`src/sv/polyline_stroke_extruder_core_macros.svh`:
```
// ----------------------------------------------------------------------------
// polyline_stroke_extruder_core_macros.svh
// Assertion macros shared by the stroke extruder RTL.
// ----------------------------------------------------------------------------
`ifndef POLYLINE_STROKE_EXTRUDER_CORE_MACROS_SVH
`define POLYLINE_STROKE_EXTRUDER_CORE_MACROS_SVH

`ifndef NO_ASSERTIONS
// same-cycle implication
`define PSE_ASSERT_NOW(lbl, ante, cons) \
  lbl: assert property (@(posedge clk) disable iff (rst) (ante) |-> (cons)) \
    else $error("pse assertion failed");
// next-cycle implication
`define PSE_ASSERT_NEXT(lbl, ante, cons) \
  lbl: assert property (@(posedge clk) disable iff (rst) (ante) |=> (cons)) \
    else $error("pse assertion failed");
`else
`define PSE_ASSERT_NOW(lbl, ante, cons)
`define PSE_ASSERT_NEXT(lbl, ante, cons)
`endif

`endif

```
`src/sv/pse_pkg.sv`:
```
// ----------------------------------------------------------------------------
// pse_pkg
// Widths, register indexes and shared types of the stroke extruder.
// ----------------------------------------------------------------------------
`timescale 1ns / 1ps

package pse_pkg;

  localparam int COORD_BITS      = 16;
  localparam int WIDTH_FRAC_BITS = 8;

  localparam int HW_W      = 16;  // half width, unsigned
  localparam int COLOR_W   = 32;
  localparam int OFF_W     = HW_W + 1;
  localparam int CFG_IDX_W = 2;
  localparam int CFG_DATA_W = 32;

  localparam logic [HW_W-1:0] HW_MIN = HW_W'(1) << (WIDTH_FRAC_BITS - 1);

  localparam logic [CFG_IDX_W-1:0] CFG_HALF_WIDTH = CFG_IDX_W'(0);
  localparam logic [CFG_IDX_W-1:0] CFG_COLOR      = CFG_IDX_W'(1);

  localparam logic KIND_SEGMENT = 1'b0;
  localparam logic KIND_JOIN    = 1'b1;

  // |dx|, |dy|
  localparam int MAG_W  = COORD_BITS + 1;
  // dx^2 + dy^2
  localparam int SQ_RAW_W = 2 * MAG_W;
  // sum of squares scaled by 2^(2F), root operand
  localparam int SQ_W   = SQ_RAW_W + 2 * WIDTH_FRAC_BITS;
  localparam int LEN_W  = SQ_W / 2;
  // |d| * half_width * 2^F
  localparam int NP_W   = MAG_W + HW_W;
  localparam int NUM_W  = NP_W + WIDTH_FRAC_BITS;
  // quotient never exceeds half_width
  localparam int QB     = HW_W;
  localparam int DSH_W  = LEN_W + QB - 1;

  localparam int ALU_W0 = (SQ_W > NUM_W) ? SQ_W : NUM_W;
  localparam int ALU_W  = (ALU_W0 > DSH_W) ? ALU_W0 : DSH_W;

  localparam int MB_W   = (MAG_W > HW_W) ? MAG_W : HW_W;
  localparam int PROD_W = MAG_W + MB_W;

  localparam int SQ_ITER = LEN_W;
  localparam int CNT_MAX = (SQ_ITER > QB) ? SQ_ITER : QB;
  localparam int CNT_W   = $clog2(CNT_MAX);

  typedef struct packed {
    logic             ge;
    logic [ALU_W-1:0] diff;
  } csub_res_t;

endpackage

```
`src/sv/pse_csub.sv`:
```
// ----------------------------------------------------------------------------
// pse_csub
// Shared compare-subtract unit for the root and divide iterations.
// ----------------------------------------------------------------------------
`timescale 1ns / 1ps

module pse_csub (
  input  logic [pse_pkg::ALU_W-1:0] a,
  input  logic [pse_pkg::ALU_W-1:0] b,
  output pse_pkg::csub_res_t        res
);
  import pse_pkg::*;

  assign res.diff = a - b;
  assign res.ge   = (a >= b);

endmodule

```
`src/sv/polyline_stroke_extruder_core.sv`:
```
// ----------------------------------------------------------------------------
// polyline_stroke_extruder_core
// Turns a stream of polyline points into segment and square join quads.
// ----------------------------------------------------------------------------
// Points arrive one per transfer. The first point of a path (path_start, or
// any point right after reset) only loads the previous-point register; it is
// absorbed at its transfer edge and the next point can follow on the next
// cycle. Every later point emits a segment quad (skipped when the segment has
// zero length), then a join at the first point if this is the second point of
// the path, then a join at this point, which carries last_quad. The segment
// offset is the normal (-dy, dx) scaled by half_width, with the length
// floor(sqrt((dx^2+dy^2) * 2^2F)). One compare-subtract unit does all the
// work: the square root yields one bit per cycle and each of the two offset
// divisions one quotient bit per cycle, with one multiplier step ahead of
// each. The input is stalled while a point is in work; the next point is
// taken the cycle after the last quad is loaded, even while that quad still
// waits on the output.
// ----------------------------------------------------------------------------
`timescale 1ns / 1ps
`include "polyline_stroke_extruder_core_macros.svh"

module polyline_stroke_extruder_core (
  input  logic                                 clk,
  input  logic                                 rst,
  // configuration
  input  logic                                 cfg_valid,
  output logic                                 cfg_ready,
  input  logic [pse_pkg::CFG_IDX_W-1:0]        cfg_index,
  input  logic [pse_pkg::CFG_DATA_W-1:0]       cfg_data,
  // points
  input  logic                                 in_valid,
  output logic                                 in_stall,
  input  logic                                 path_start,
  input  logic signed [pse_pkg::COORD_BITS-1:0] point_x,
  input  logic signed [pse_pkg::COORD_BITS-1:0] point_y,
  // quads
  output logic                                 out_valid,
  input  logic                                 out_stall,
  output logic                                 quad_kind,
  output logic signed [pse_pkg::COORD_BITS-1:0] start_x,
  output logic signed [pse_pkg::COORD_BITS-1:0] start_y,
  output logic signed [pse_pkg::COORD_BITS-1:0] end_x,
  output logic signed [pse_pkg::COORD_BITS-1:0] end_y,
  output logic signed [pse_pkg::OFF_W-1:0]      offset_x,
  output logic signed [pse_pkg::OFF_W-1:0]      offset_y,
  output logic [pse_pkg::COLOR_W-1:0]          quad_color,
  output logic                                 last_quad
);
  import pse_pkg::*;

  typedef enum logic [3:0] {
    ST_IDLE,
    ST_SQ_X,
    ST_SQ_Y,
    ST_SQRT,
    ST_NUM_X,
    ST_DIV_X,
    ST_NUM_Y,
    ST_DIV_Y,
    ST_EMIT_SEG,
    ST_EMIT_J0,
    ST_EMIT_J1
  } state_t;

  state_t state;

  // configuration registers
  logic [HW_W-1:0]    half_width;
  logic [COLOR_W-1:0] color_rgba;

  // path state
  logic signed [COORD_BITS-1:0] prev_x, prev_y;
  logic [1:0]                   points_seen;

  // current point
  logic signed [COORD_BITS-1:0] cur_x, cur_y;
  logic                         ps_one;     // second point of its path
  logic [MAG_W-1:0]             adx, ady;
  logic                         dx_neg, dy_pos;

  // iteration registers
  logic [ALU_W-1:0]  acc;    // radicand / remainder
  logic [ALU_W-1:0]  opr;    // root / shifted divisor
  logic [ALU_W-1:0]  bitr;   // root trial bit
  logic [LEN_W-1:0]  seg_len;
  logic [QB-1:0]     qr;
  logic [CNT_W-1:0]  cnt;
  logic signed [OFF_W-1:0] off_x, off_y;

  // ------------------------------------------------------------------
  // handshakes
  // ------------------------------------------------------------------
  logic in_xfer, out_free, first_pt, emit_now;

  assign cfg_ready = 1'b1;
  assign in_stall  = (state != ST_IDLE);
  assign in_xfer   = in_valid && !in_stall;
  assign out_free  = !out_valid || !out_stall;
  assign first_pt  = path_start || (points_seen == 2'd0);
  // a quad is loaded into the output register this cycle
  assign emit_now  = out_free &&
                     ((state == ST_EMIT_SEG) || (state == ST_EMIT_J0) || (state == ST_EMIT_J1));

  // segment delta at accept
  logic signed [MAG_W-1:0] dx, dy;
  assign dx = MAG_W'(point_x) - MAG_W'(prev_x);
  assign dy = MAG_W'(point_y) - MAG_W'(prev_y);

  // ------------------------------------------------------------------
  // shared multiplier: squares, then |d| * half_width
  // ------------------------------------------------------------------
  logic [MAG_W-1:0]  mul_a;
  logic [MB_W-1:0]   mul_b;
  logic [PROD_W-1:0] prod;

  always_comb begin
    mul_a = adx;
    mul_b = MB_W'(adx);
    case (state)
      ST_SQ_Y: begin
        mul_a = ady;
        mul_b = MB_W'(ady);
      end
      ST_NUM_X: begin
        mul_a = ady;
        mul_b = MB_W'(half_width);
      end
      ST_NUM_Y: begin
        mul_a = adx;
        mul_b = MB_W'(half_width);
      end
      default: begin
        mul_a = adx;
        mul_b = MB_W'(adx);
      end
    endcase
  end

  assign prod = PROD_W'(mul_a) * PROD_W'(mul_b);

  logic [SQ_RAW_W-1:0] sq_sum;
  assign sq_sum = acc[SQ_RAW_W-1:0] + prod[SQ_RAW_W-1:0];

  // ------------------------------------------------------------------
  // shared compare-subtract
  // ------------------------------------------------------------------
  logic [ALU_W-1:0] csub_b;
  csub_res_t        cs;

  assign csub_b = (state == ST_SQRT) ? (opr + bitr) : opr;

  pse_csub u_csub (
    .a   (acc),
    .b   (csub_b),
    .res (cs)
  );

  // final quotient bit lands with the last step
  logic [QB-1:0]          q_fin;
  logic signed [OFF_W-1:0] q_pos;
  assign q_fin = {qr[QB-2:0], cs.ge};
  assign q_pos = $signed({1'b0, q_fin});

  logic last_step_sqrt, last_step_div;
  assign last_step_sqrt = (cnt == CNT_W'(SQ_ITER - 1));
  assign last_step_div  = (cnt == CNT_W'(QB - 1));

  logic signed [OFF_W-1:0] hw_off;
  assign hw_off = $signed({1'b0, half_width});

  state_t after_seg;
  assign after_seg = ps_one ? ST_EMIT_J0 : ST_EMIT_J1;

  // ------------------------------------------------------------------
  // sequencer
  // ------------------------------------------------------------------
  always_ff @(posedge clk) begin
    if (rst) begin
      state       <= ST_IDLE;
      out_valid   <= 1'b0;
      half_width  <= HW_MIN;
      color_rgba  <= '0;
      prev_x      <= '0;
      prev_y      <= '0;
      points_seen <= 2'd0;
    end else begin
      if (cfg_valid && cfg_ready) begin
        unique case (cfg_index)
          CFG_HALF_WIDTH: half_width <= (cfg_data[HW_W-1:0] < HW_MIN) ? HW_MIN
                                                                      : cfg_data[HW_W-1:0];
          CFG_COLOR:      color_rgba <= cfg_data[COLOR_W-1:0];
          default: ;
        endcase
      end

      // emit states reload the register themselves
      if (out_valid && !out_stall && !emit_now) begin
        out_valid <= 1'b0;
      end

      unique case (state)
        ST_IDLE: begin
          if (in_xfer) begin
            if (first_pt) begin
              prev_x      <= point_x;
              prev_y      <= point_y;
              points_seen <= 2'd1;
            end else begin
              cur_x  <= point_x;
              cur_y  <= point_y;
              ps_one <= (points_seen == 2'd1);
              adx    <= dx[MAG_W-1] ? MAG_W'(-dx) : MAG_W'(dx);
              ady    <= dy[MAG_W-1] ? MAG_W'(-dy) : MAG_W'(dy);
              dx_neg <= dx[MAG_W-1];
              dy_pos <= !dy[MAG_W-1] && (dy != '0);
              state  <= ST_SQ_X;
            end
          end
        end

        ST_SQ_X: begin
          acc   <= ALU_W'(prod[SQ_RAW_W-1:0]);
          state <= ST_SQ_Y;
        end

        ST_SQ_Y: begin
          if (sq_sum == '0) begin
            state <= after_seg;
          end else begin
            acc   <= ALU_W'({sq_sum, {(2*WIDTH_FRAC_BITS){1'b0}}});
            opr   <= '0;
            bitr  <= ALU_W'(1) << (SQ_W - 2);
            cnt   <= '0;
            state <= ST_SQRT;
          end
        end

        // bitwise root: one result bit per cycle
        ST_SQRT: begin
          if (cs.ge) begin
            acc <= cs.diff;
            opr <= (opr >> 1) + bitr;
          end else begin
            opr <= opr >> 1;
          end
          bitr <= bitr >> 2;
          cnt  <= cnt + CNT_W'(1);
          if (last_step_sqrt) begin
            state <= ST_NUM_X;
          end
        end

        ST_NUM_X: begin
          seg_len <= opr[LEN_W-1:0];
          acc     <= ALU_W'({prod[NP_W-1:0], {WIDTH_FRAC_BITS{1'b0}}});
          opr     <= ALU_W'({opr[LEN_W-1:0], {(QB-1){1'b0}}});
          cnt     <= '0;
          state   <= ST_DIV_X;
        end

        // restoring divide: one quotient bit per cycle
        ST_DIV_X: begin
          if (cs.ge) begin
            acc <= cs.diff;
          end
          qr  <= q_fin;
          opr <= opr >> 1;
          cnt <= cnt + CNT_W'(1);
          if (last_step_div) begin
            off_x <= dy_pos ? -q_pos : q_pos;
            state <= ST_NUM_Y;
          end
        end

        ST_NUM_Y: begin
          acc   <= ALU_W'({prod[NP_W-1:0], {WIDTH_FRAC_BITS{1'b0}}});
          opr   <= ALU_W'({seg_len, {(QB-1){1'b0}}});
          cnt   <= '0;
          state <= ST_DIV_Y;
        end

        ST_DIV_Y: begin
          if (cs.ge) begin
            acc <= cs.diff;
          end
          qr  <= q_fin;
          opr <= opr >> 1;
          cnt <= cnt + CNT_W'(1);
          if (last_step_div) begin
            off_y <= dx_neg ? -q_pos : q_pos;
            state <= ST_EMIT_SEG;
          end
        end

        ST_EMIT_SEG: begin
          if (out_free) begin
            out_valid  <= 1'b1;
            quad_kind  <= KIND_SEGMENT;
            start_x    <= prev_x;
            start_y    <= prev_y;
            end_x      <= cur_x;
            end_y      <= cur_y;
            offset_x   <= off_x;
            offset_y   <= off_y;
            quad_color <= color_rgba;
            last_quad  <= 1'b0;
            state      <= after_seg;
          end
        end

        ST_EMIT_J0: begin
          if (out_free) begin
            out_valid  <= 1'b1;
            quad_kind  <= KIND_JOIN;
            start_x    <= prev_x;
            start_y    <= prev_y;
            end_x      <= prev_x;
            end_y      <= prev_y;
            offset_x   <= hw_off;
            offset_y   <= hw_off;
            quad_color <= color_rgba;
            last_quad  <= 1'b0;
            state      <= ST_EMIT_J1;
          end
        end

        ST_EMIT_J1: begin
          if (out_free) begin
            out_valid   <= 1'b1;
            quad_kind   <= KIND_JOIN;
            start_x     <= cur_x;
            start_y     <= cur_y;
            end_x       <= cur_x;
            end_y       <= cur_y;
            offset_x    <= hw_off;
            offset_y    <= hw_off;
            quad_color  <= color_rgba;
            last_quad   <= 1'b1;
            prev_x      <= cur_x;
            prev_y      <= cur_y;
            points_seen <= 2'd2;
            state       <= ST_IDLE;
          end
        end

        default: state <= ST_IDLE;
      endcase
    end
  end

  // ------------------------------------------------------------------
  // assertions
  // ------------------------------------------------------------------
  logic join_ok, off_ok;
  assign join_ok = (start_x == end_x) && (start_y == end_y) && (offset_x == offset_y);
  assign off_ok  = (off_x <= hw_off) && (off_x >= -hw_off) &&
                   (off_y <= hw_off) && (off_y >= -hw_off);

  // a join sits on one point with equal offsets
  `PSE_ASSERT_NOW(a_join_shape, out_valid && (quad_kind == KIND_JOIN), join_ok)
  // only the closing join of a point is flagged last
  `PSE_ASSERT_NOW(a_last_is_join, out_valid && last_quad, quad_kind == KIND_JOIN)
  // the normal never exceeds the half width in either axis
  `PSE_ASSERT_NOW(a_off_bound, state == ST_EMIT_SEG, off_ok)
  // a path's first point is absorbed without work
  `PSE_ASSERT_NEXT(a_first_idle, in_xfer && first_pt, (state == ST_IDLE) && (points_seen == 2'd1))

endmodule

```
`config.mk`:
```
export PLATFORM = sky130hd
export DESIGN_NAME = polyline_stroke_extruder_core
export DESIGN_NICKNAME = d
export VERILOG_FILES = /design/src/sv/pse_pkg.sv /design/src/sv/pse_csub.sv /design/src/sv/polyline_stroke_extruder_core.sv
export VERILOG_INCLUDE_DIRS = /design/src /design/src/sv
export SDC_FILE = /design/constraint.sdc
export NUM_CORES = 2
export LEC_CHECK = 0
export BUFFER_PORTS_ARGS = -buffer_cell sky130_fd_sc_hd__buf_2
export CORE_ASPECT_RATIO = 0.9
export CORE_MARGIN = 10
export CORE_UTILIZATION = 40
export CTS_CLUSTER_DIAMETER = 80
export CTS_CLUSTER_SIZE = 14
export DETAILED_ROUTE_END_ITERATION = 6
export MAX_ROUTING_LAYER = met4
export PLACE_DENSITY = 0.63
export SLEW_MARGIN = 20
export SYNTH_ARGS = -nofsm -noshare
export SYNTH_HDL_FRONTEND = slang
export SYNTH_SLANG_ARGS = --single-unit
```
`constraint.sdc`:
```
create_clock -name clk -period 16.9 [get_ports clk]
set_clock_uncertainty 0.05 [all_clocks]
set_input_delay 3.38 -clock clk [delete_from_list [all_inputs] [get_ports clk]]
set_output_delay 3.38 -clock clk [all_outputs]
set_load 0.02 [all_outputs]
```
After elaboration in Yosys (flattened, before gate mapping)
Index checks and enable logic that the tools add are counted.
{"block": "word_totals", "reg_bits": 517, "input_bits": 72, "output_inout_bits": 135, "wordCells": 190}
{"block": "classes", "add_sub_neg": 10, "multipliers": 1, "n_lt_le_gt_ge": 2, "n_eq_ne": 28, "muxes": 59, "bitwise_logic": 2, "n_reduce_logical": 53}
{"cell": "$mux W50", "n": 6}
{"cell": "$pmux W50 S5", "n": 1}
{"cell": "$mux W16", "n": 13}
{"cell": "$pmux W50 S4", "n": 1}
{"cell": "$pmux W16 S2", "n": 6}
{"cell": "$pmux W17 S2", "n": 3}
{"cell": "$pmux W50 S2", "n": 1}
{"cell": "$mux W17", "n": 4}
{"cell": "$add A49 B50 Y50", "n": 1}
{"cell": "$add A50 B50 Y50", "n": 1}
{"cell": "$ge A50 B50 Y1", "n": 1}
{"cell": "$sub A50 B50 Y50", "n": 1}
{"cell": "$pmux W4 S11", "n": 1}
{"cell": "$mux W4", "n": 9}
{"cell": "$add A34 B34 Y34", "n": 1}
{"cell": "$logic_not A34 Y1", "n": 1}
{"cell": "$mul A17 B17 Y34", "n": 1}
{"cell": "$neg A17 Y17", "n": 2}
{"cell": "$sub A16 B16 Y17", "n": 2}
{"cell": "$reduce_and A4 Y1", "n": 6}
{"cell": "$ne A2 B2 Y1 const B", "n": 10}
{"cell": "$reduce_and A3 Y1", "n": 6}
{"cell": "$neg A16 Y17", "n": 1}
{"cell": "$reduce_bool A17 Y1", "n": 1}
{"cell": "other kinds (30)", "n": 75}

Depth between registers and ports, before layout
{"block": "depth", "word_depth": 9, "mapped_depth": 43}

Modules after synthesis
A second synthesis with hierarchy kept.
{"block": "unflattened", "cells_unflattened": 4404, "hier_area_um2": 40226.1}
{"module": "polyline_stroke_extruder_core", "instances": 1, "cells_each": 3941, "area_per_inst_um2": 37124.4, "seq_area_each_um2": 13903.3}
{"module": "pse_csub", "instances": 1, "cells_each": 463, "area_per_inst_um2": 3101.7, "seq_area_each_um2": 0.0}

Worst setup path after synthesis
Ideal clock, no wire load.
{"block": "synth_timing", "path_kind": "reg-to-reg", "startpoint": "register state[1]", "endpoint": "register opr[0], enable pin", "setup_ns": 0.519, "arrival_ns": 12.985, "required_time_ns": 16.331, "slack_ns": 3.345, "stages_incl_launch_ff": 41, "n_path_buf": 4, "synth_period_minus_slack_ns": 13.555, "path_cell_list": "dfxtp_1 > clkbuf_1 > nor2b_1 > nand2_1 > o21ai_1 > clkbuf_1 > buf_2 > mux2i_1 > nor2_1 > fa_1 > inv_1 > fa_1 > fa_1 > inv_1 > fa_1 > fa_1 > inv_1 > fa_1 > [5 not listed] > a21oi_1 > nor2_1 > o21ai_0 > o41ai_1 > xnor2_1 > inv_1 > ha_1 > clkbuf_1 > nand2_1 > or4_1 > or3_1 > o211a_1 > xnor2_1 > a221o_1 > nor4_2 > nand4_2 > nor2_4 > nor3_1"}
{"block": "synth_between", "elab_chain_cells": 8, "elab_cells_between_ends": 17, "classes_between": "add/sub: 1; mul: 1; eq/ne: 7; mux: 2; reduce/logical: 6"}
{"element": "from (decl)", "line_no": "polyline_stroke_extruder_core.sv:65", "rtl": "state_t state;"}
{"element": "from (signal assigned)", "line_no": "polyline_stroke_extruder_core.sv:228", "rtl": "state <= after_seg;"}
{"element": "from (signal assigned)", "line_no": "polyline_stroke_extruder_core.sv:307", "rtl": "state <= after_seg;"}
{"element": "$eq A4 B3 Y1 / $eq A4 B2 Y1 (equally long branches)", "line_no": "polyline_stroke_extruder_core.sv:119, polyline_stroke_extruder_core.sv:201"}
{"element": "$reduce_or A2 Y1 (no line)"}
{"element": "$pmux W17 S2 / $mux W17 (equally long branches)", "line_no": "polyline_stroke_extruder_core.sv:119", "rtl": "case (state)"}
{"element": "$mul A17 B17 Y34", "line_no": "polyline_stroke_extruder_core.sv:139", "rtl": "assign prod = PROD_W'(mul_a) * PROD_W'(mul_b);"}
{"element": "$add A34 B34 Y34", "line_no": "polyline_stroke_extruder_core.sv:142", "rtl": "assign sq_sum = acc[SQ_RAW_W-1:0] + prod[SQ_RAW_W-1:0];"}
{"element": "$logic_not A34 Y1", "line_no": "polyline_stroke_extruder_core.sv:227", "rtl": "if (sq_sum == '0) begin"}
{"element": "$ne A2 B2 Y1 (no line)"}
{"element": "$reduce_and A3 Y1 (no line) *"}
{"element": "to (signal assigned)", "line_no": "polyline_stroke_extruder_core.sv:242", "rtl": "opr <= (opr >> 1) + bitr;"}
{"element": "to (signal assigned)", "line_no": "polyline_stroke_extruder_core.sv:244", "rtl": "opr <= opr >> 1;"}
{"element": "to (signal assigned)", "line_no": "polyline_stroke_extruder_core.sv:256", "rtl": "opr <= ALU_W'({opr[LEN_W-1:0], {(QB-1){1'b0}}});"}
{"element": "to (decl)", "line_no": "polyline_stroke_extruder_core.sv:83", "rtl": "logic [ALU_W-1:0] opr;"}
Every way passes the cells marked *; elsewhere a longest branch is shown, timed or not.
A chain may end at the register's enable or synchronous reset.

Worst setup path in the final report
{"block": "layout_timing", "startpoint": "register state[0]", "endpoint": "register opr[35], enable pin"}
The elaborated chain is that of the path after synthesis.

==> summary.md <==
| Metric | Value |
|---|---|
| Avg Inst Size Synth | 9.25 µm² |
| Layout Utilization | 44.3% |
| Worst Path Max Fanout | 50 |
| Area Growth Syn to Fin | 9.58% |
| Cell Rows | 109 |
| Post-synthesis instance total | 4306 |
| Failing checks | DRC |
| Synth cell types | 104 |
| Worst Setup SP | state[0] |
| Clk_lat worst skew | 650 ps |
| Initial core utilization | 40.5% |
| EDFF count, synth | 405 |
| PnR worst setup slack | 4440 ps |
| CTS tree | done |
| Setup CP Type | reg -> reg |
| Origin of the critical flop-to-flop path | state[0] |
| PortBufs | 205 |
| Synth async-reset ratio | 0% |
| YS warnings | 0 |
| Endpoints failing setup | 0 |
| I/O pin count | 207 |
| H-tree lvl count | 2 |
| Fmax | 80.3 MHz |
| Period utilisation layout | 73.7% |
| DP Area | 42300 µm² |
| Num Clock Sinks | 492 |
| First-pass GRT wire length | 189000 µm |
| Routed vias | 32500 |
| Syn_nets | 4892 |
| Crit path largest cell delay | 710 ps |
| Largest net degree at the start of global routing | 68 |
| All-Layer GR Usage | 21.8% |
| Worst Setup Start Kind | flip-flop |
| WP data required | 17140 ps |
| WP buf/inv | 8 |
| Unrepaired setup endpoints after global routing | no |
| Netlist Area Pre-Place | 39800 µm² |
| Grt ovf | 0 |
| Commonest non-fill, non-tap cell in the layout | nand2_1 |
| Post-DP HPWL | 94600 µm |
| Post-route minimum period | 12460 ps |
| Placer congestion estimate | 1.03 |
| Die Span Y | 319 µm |
| Fin area | 43700 µm² |
| Top_reg_cell synth | edfxtp_1 |
| Drt total wl | 123000 µm |
| Clock-pin slew on the worst setup and hold paths | 70 ps |
| Seq/Total Area, Yosys | 34.9% |
| Fillcell total | 9588 |
| Hold Vio Cnt, Final | 0 |
| Min-Delay Path Class | reg -> reg |
| TritonCTS Buffers | 47 |
| Layout cells sized above 1 | 9.40% |
| DRC viols | 9 |
| Tightest Pin Transition | 1040 ps |
| Status | finished, violations left |
| Clock Tree Buf Depth | 3 |
| CP Capture Type | flip-flop |
| Arrival time at the worst endpoint | 12700 ps |
| Worst path slowest cell | mux2i_1 |
| Most frequent cells in the layout | nand2_1 (701), edfxtp_1 (405), inv_1 (386) |
| Die Wd | 353 µm |
| Core Area | 98500 µm² |
| DRT Pass-1 Iters | 7 |
| CTS Root Cell | clkbuf_16 |
| Vias per cell | 5.62 |
| Vias in the first global route | 31400 |
| Slew margin rel. | 30.4% |
| Setup bufs post-CTS | 0 |
| CP delay by family, top | adder cells |
| DRT antenna net count | 0 |
| Nets | 5005 |
| Max Cap Violations | 0 |
| Initial antenna violation count | 3 |
| Flops & latches, synth | 492 |
| Wire per inst | 21.3 µm |
| Reg2reg setup slack | 4440 ps |
| Hold_sp | color_rgba[11] |
| Cell mode on critical path | fa_1 |
| Pre-CTS setup slack | 4680 ps |
| Hold-fix buffers, CTS | 0 |
| Initial drt markers | 3052 |
| Post-CTS sizing | 0 |
| Pins Over Slew Limit | 0 |
| Setup TNS | 0 ps |
| DIE AREA | 113000 µm² |
==> registers in the layout, indices dropped and copies added, names as in the netlist, 25 cells and up <==
name        flops
acc            50
opr            50
color_rgba     32
quad_color     32
bitr           25
seg_len        25
==> per-layer routing <==
layer  GRT usage (%)  vias to the layer above  part of all wire, %  routed length [µm]
met5               -                        -                    0                   0
met4            6.14                        0                  2.6                3230
met3            5.62                      195                  9.8               12000
met2            32.5                     1330                   44               54000
met1            29.1                    15700                   44               53800
li1                -                    15200                    -                   -
==> per-stage QoR <==
stage / hold WS [ps] / cells
floorplan: 358 / 4306
global placement: 361 / 5702
detailed placement: 364 / 5702
CTS: 379 / 5779
global route: 384 / 5781
finish: 378 / 5782
==> cells by family (layout without fill, tap and decap cells) <==
| group | after synthesis | after routing | synth area share (%) |
|---|---|---|---|
| AOI/OAI and AO/OA | 968 | 968 | 15.8 |
| xor gates and xnor gates | 259 | 259 | 5.69 |
| adders and majority gates | 514 | 514 | 20.4 |
| buffers and inverters | 575 | 716 | 5.50 |
| DFF | 492 | 492 | 34.9 |
| muxes | 75 | 75 | 1.96 |
| other | 1 | 4 | 0.00941 |
| and+or+nand+nor | 1422 | 1422 | 15.7 |
==> worst register-to-register path, delay by kind of cell (launching register included) <==
kind	cells	cell delay, ps
compound gates	9	2140
xor+xnor	2	480
fa+ha+maj	8	3740
buf+inv	8	1470
flops	1	310
mux	1	750
simple gates	11	3120
==> area by class of cell <==
type | count | area (µm²) | area share (%)
inverters | 390 | 1470 | 3.36
diodes | 3 | 7.51 | 0.0172
flip-flops and latches | 492 | 13900 | 31.8
clock inverters | 18 | 173 | 0.395
clock buffers | 59 | 1220 | 2.80
well taps | 1332 | 1670 | 3.82
multi-input cells | 3239 | 23900 | 54.7
repair buffers | 249 | 1360 | 3.11
==> Yosys cell counts (all sizes together), types with 53 or more instances <==
cell type | count | area [µm²]
a21oi | 253 | 1270
a31oi | 58 | 384
and2 | 56 | 350
clkbuf | 150 | 564
dfxtp | 87 | 1740
edfxtp | 405 | 12200
fa | 228 | 4560
ha | 286 | 3580
inv | 388 | 1460
mux2i | 53 | 531
nand2 | 701 | 2630
nor2 | 356 | 1350
o21ai | 255 | 1280
xnor2 | 157 | 1380
xor2 | 102 | 893
==> path summary, 6_finish.rpt <==
check,to,depth (start not counted)
min reg2reg,quad_color[11],0
max reg2reg,opr[35],39
min,quad_color[11],0
max,opr[35],39
Power is left out: the tool's default activity adds up to more than one toggle a clock period on the data nets, which glitch-free logic cannot reach.
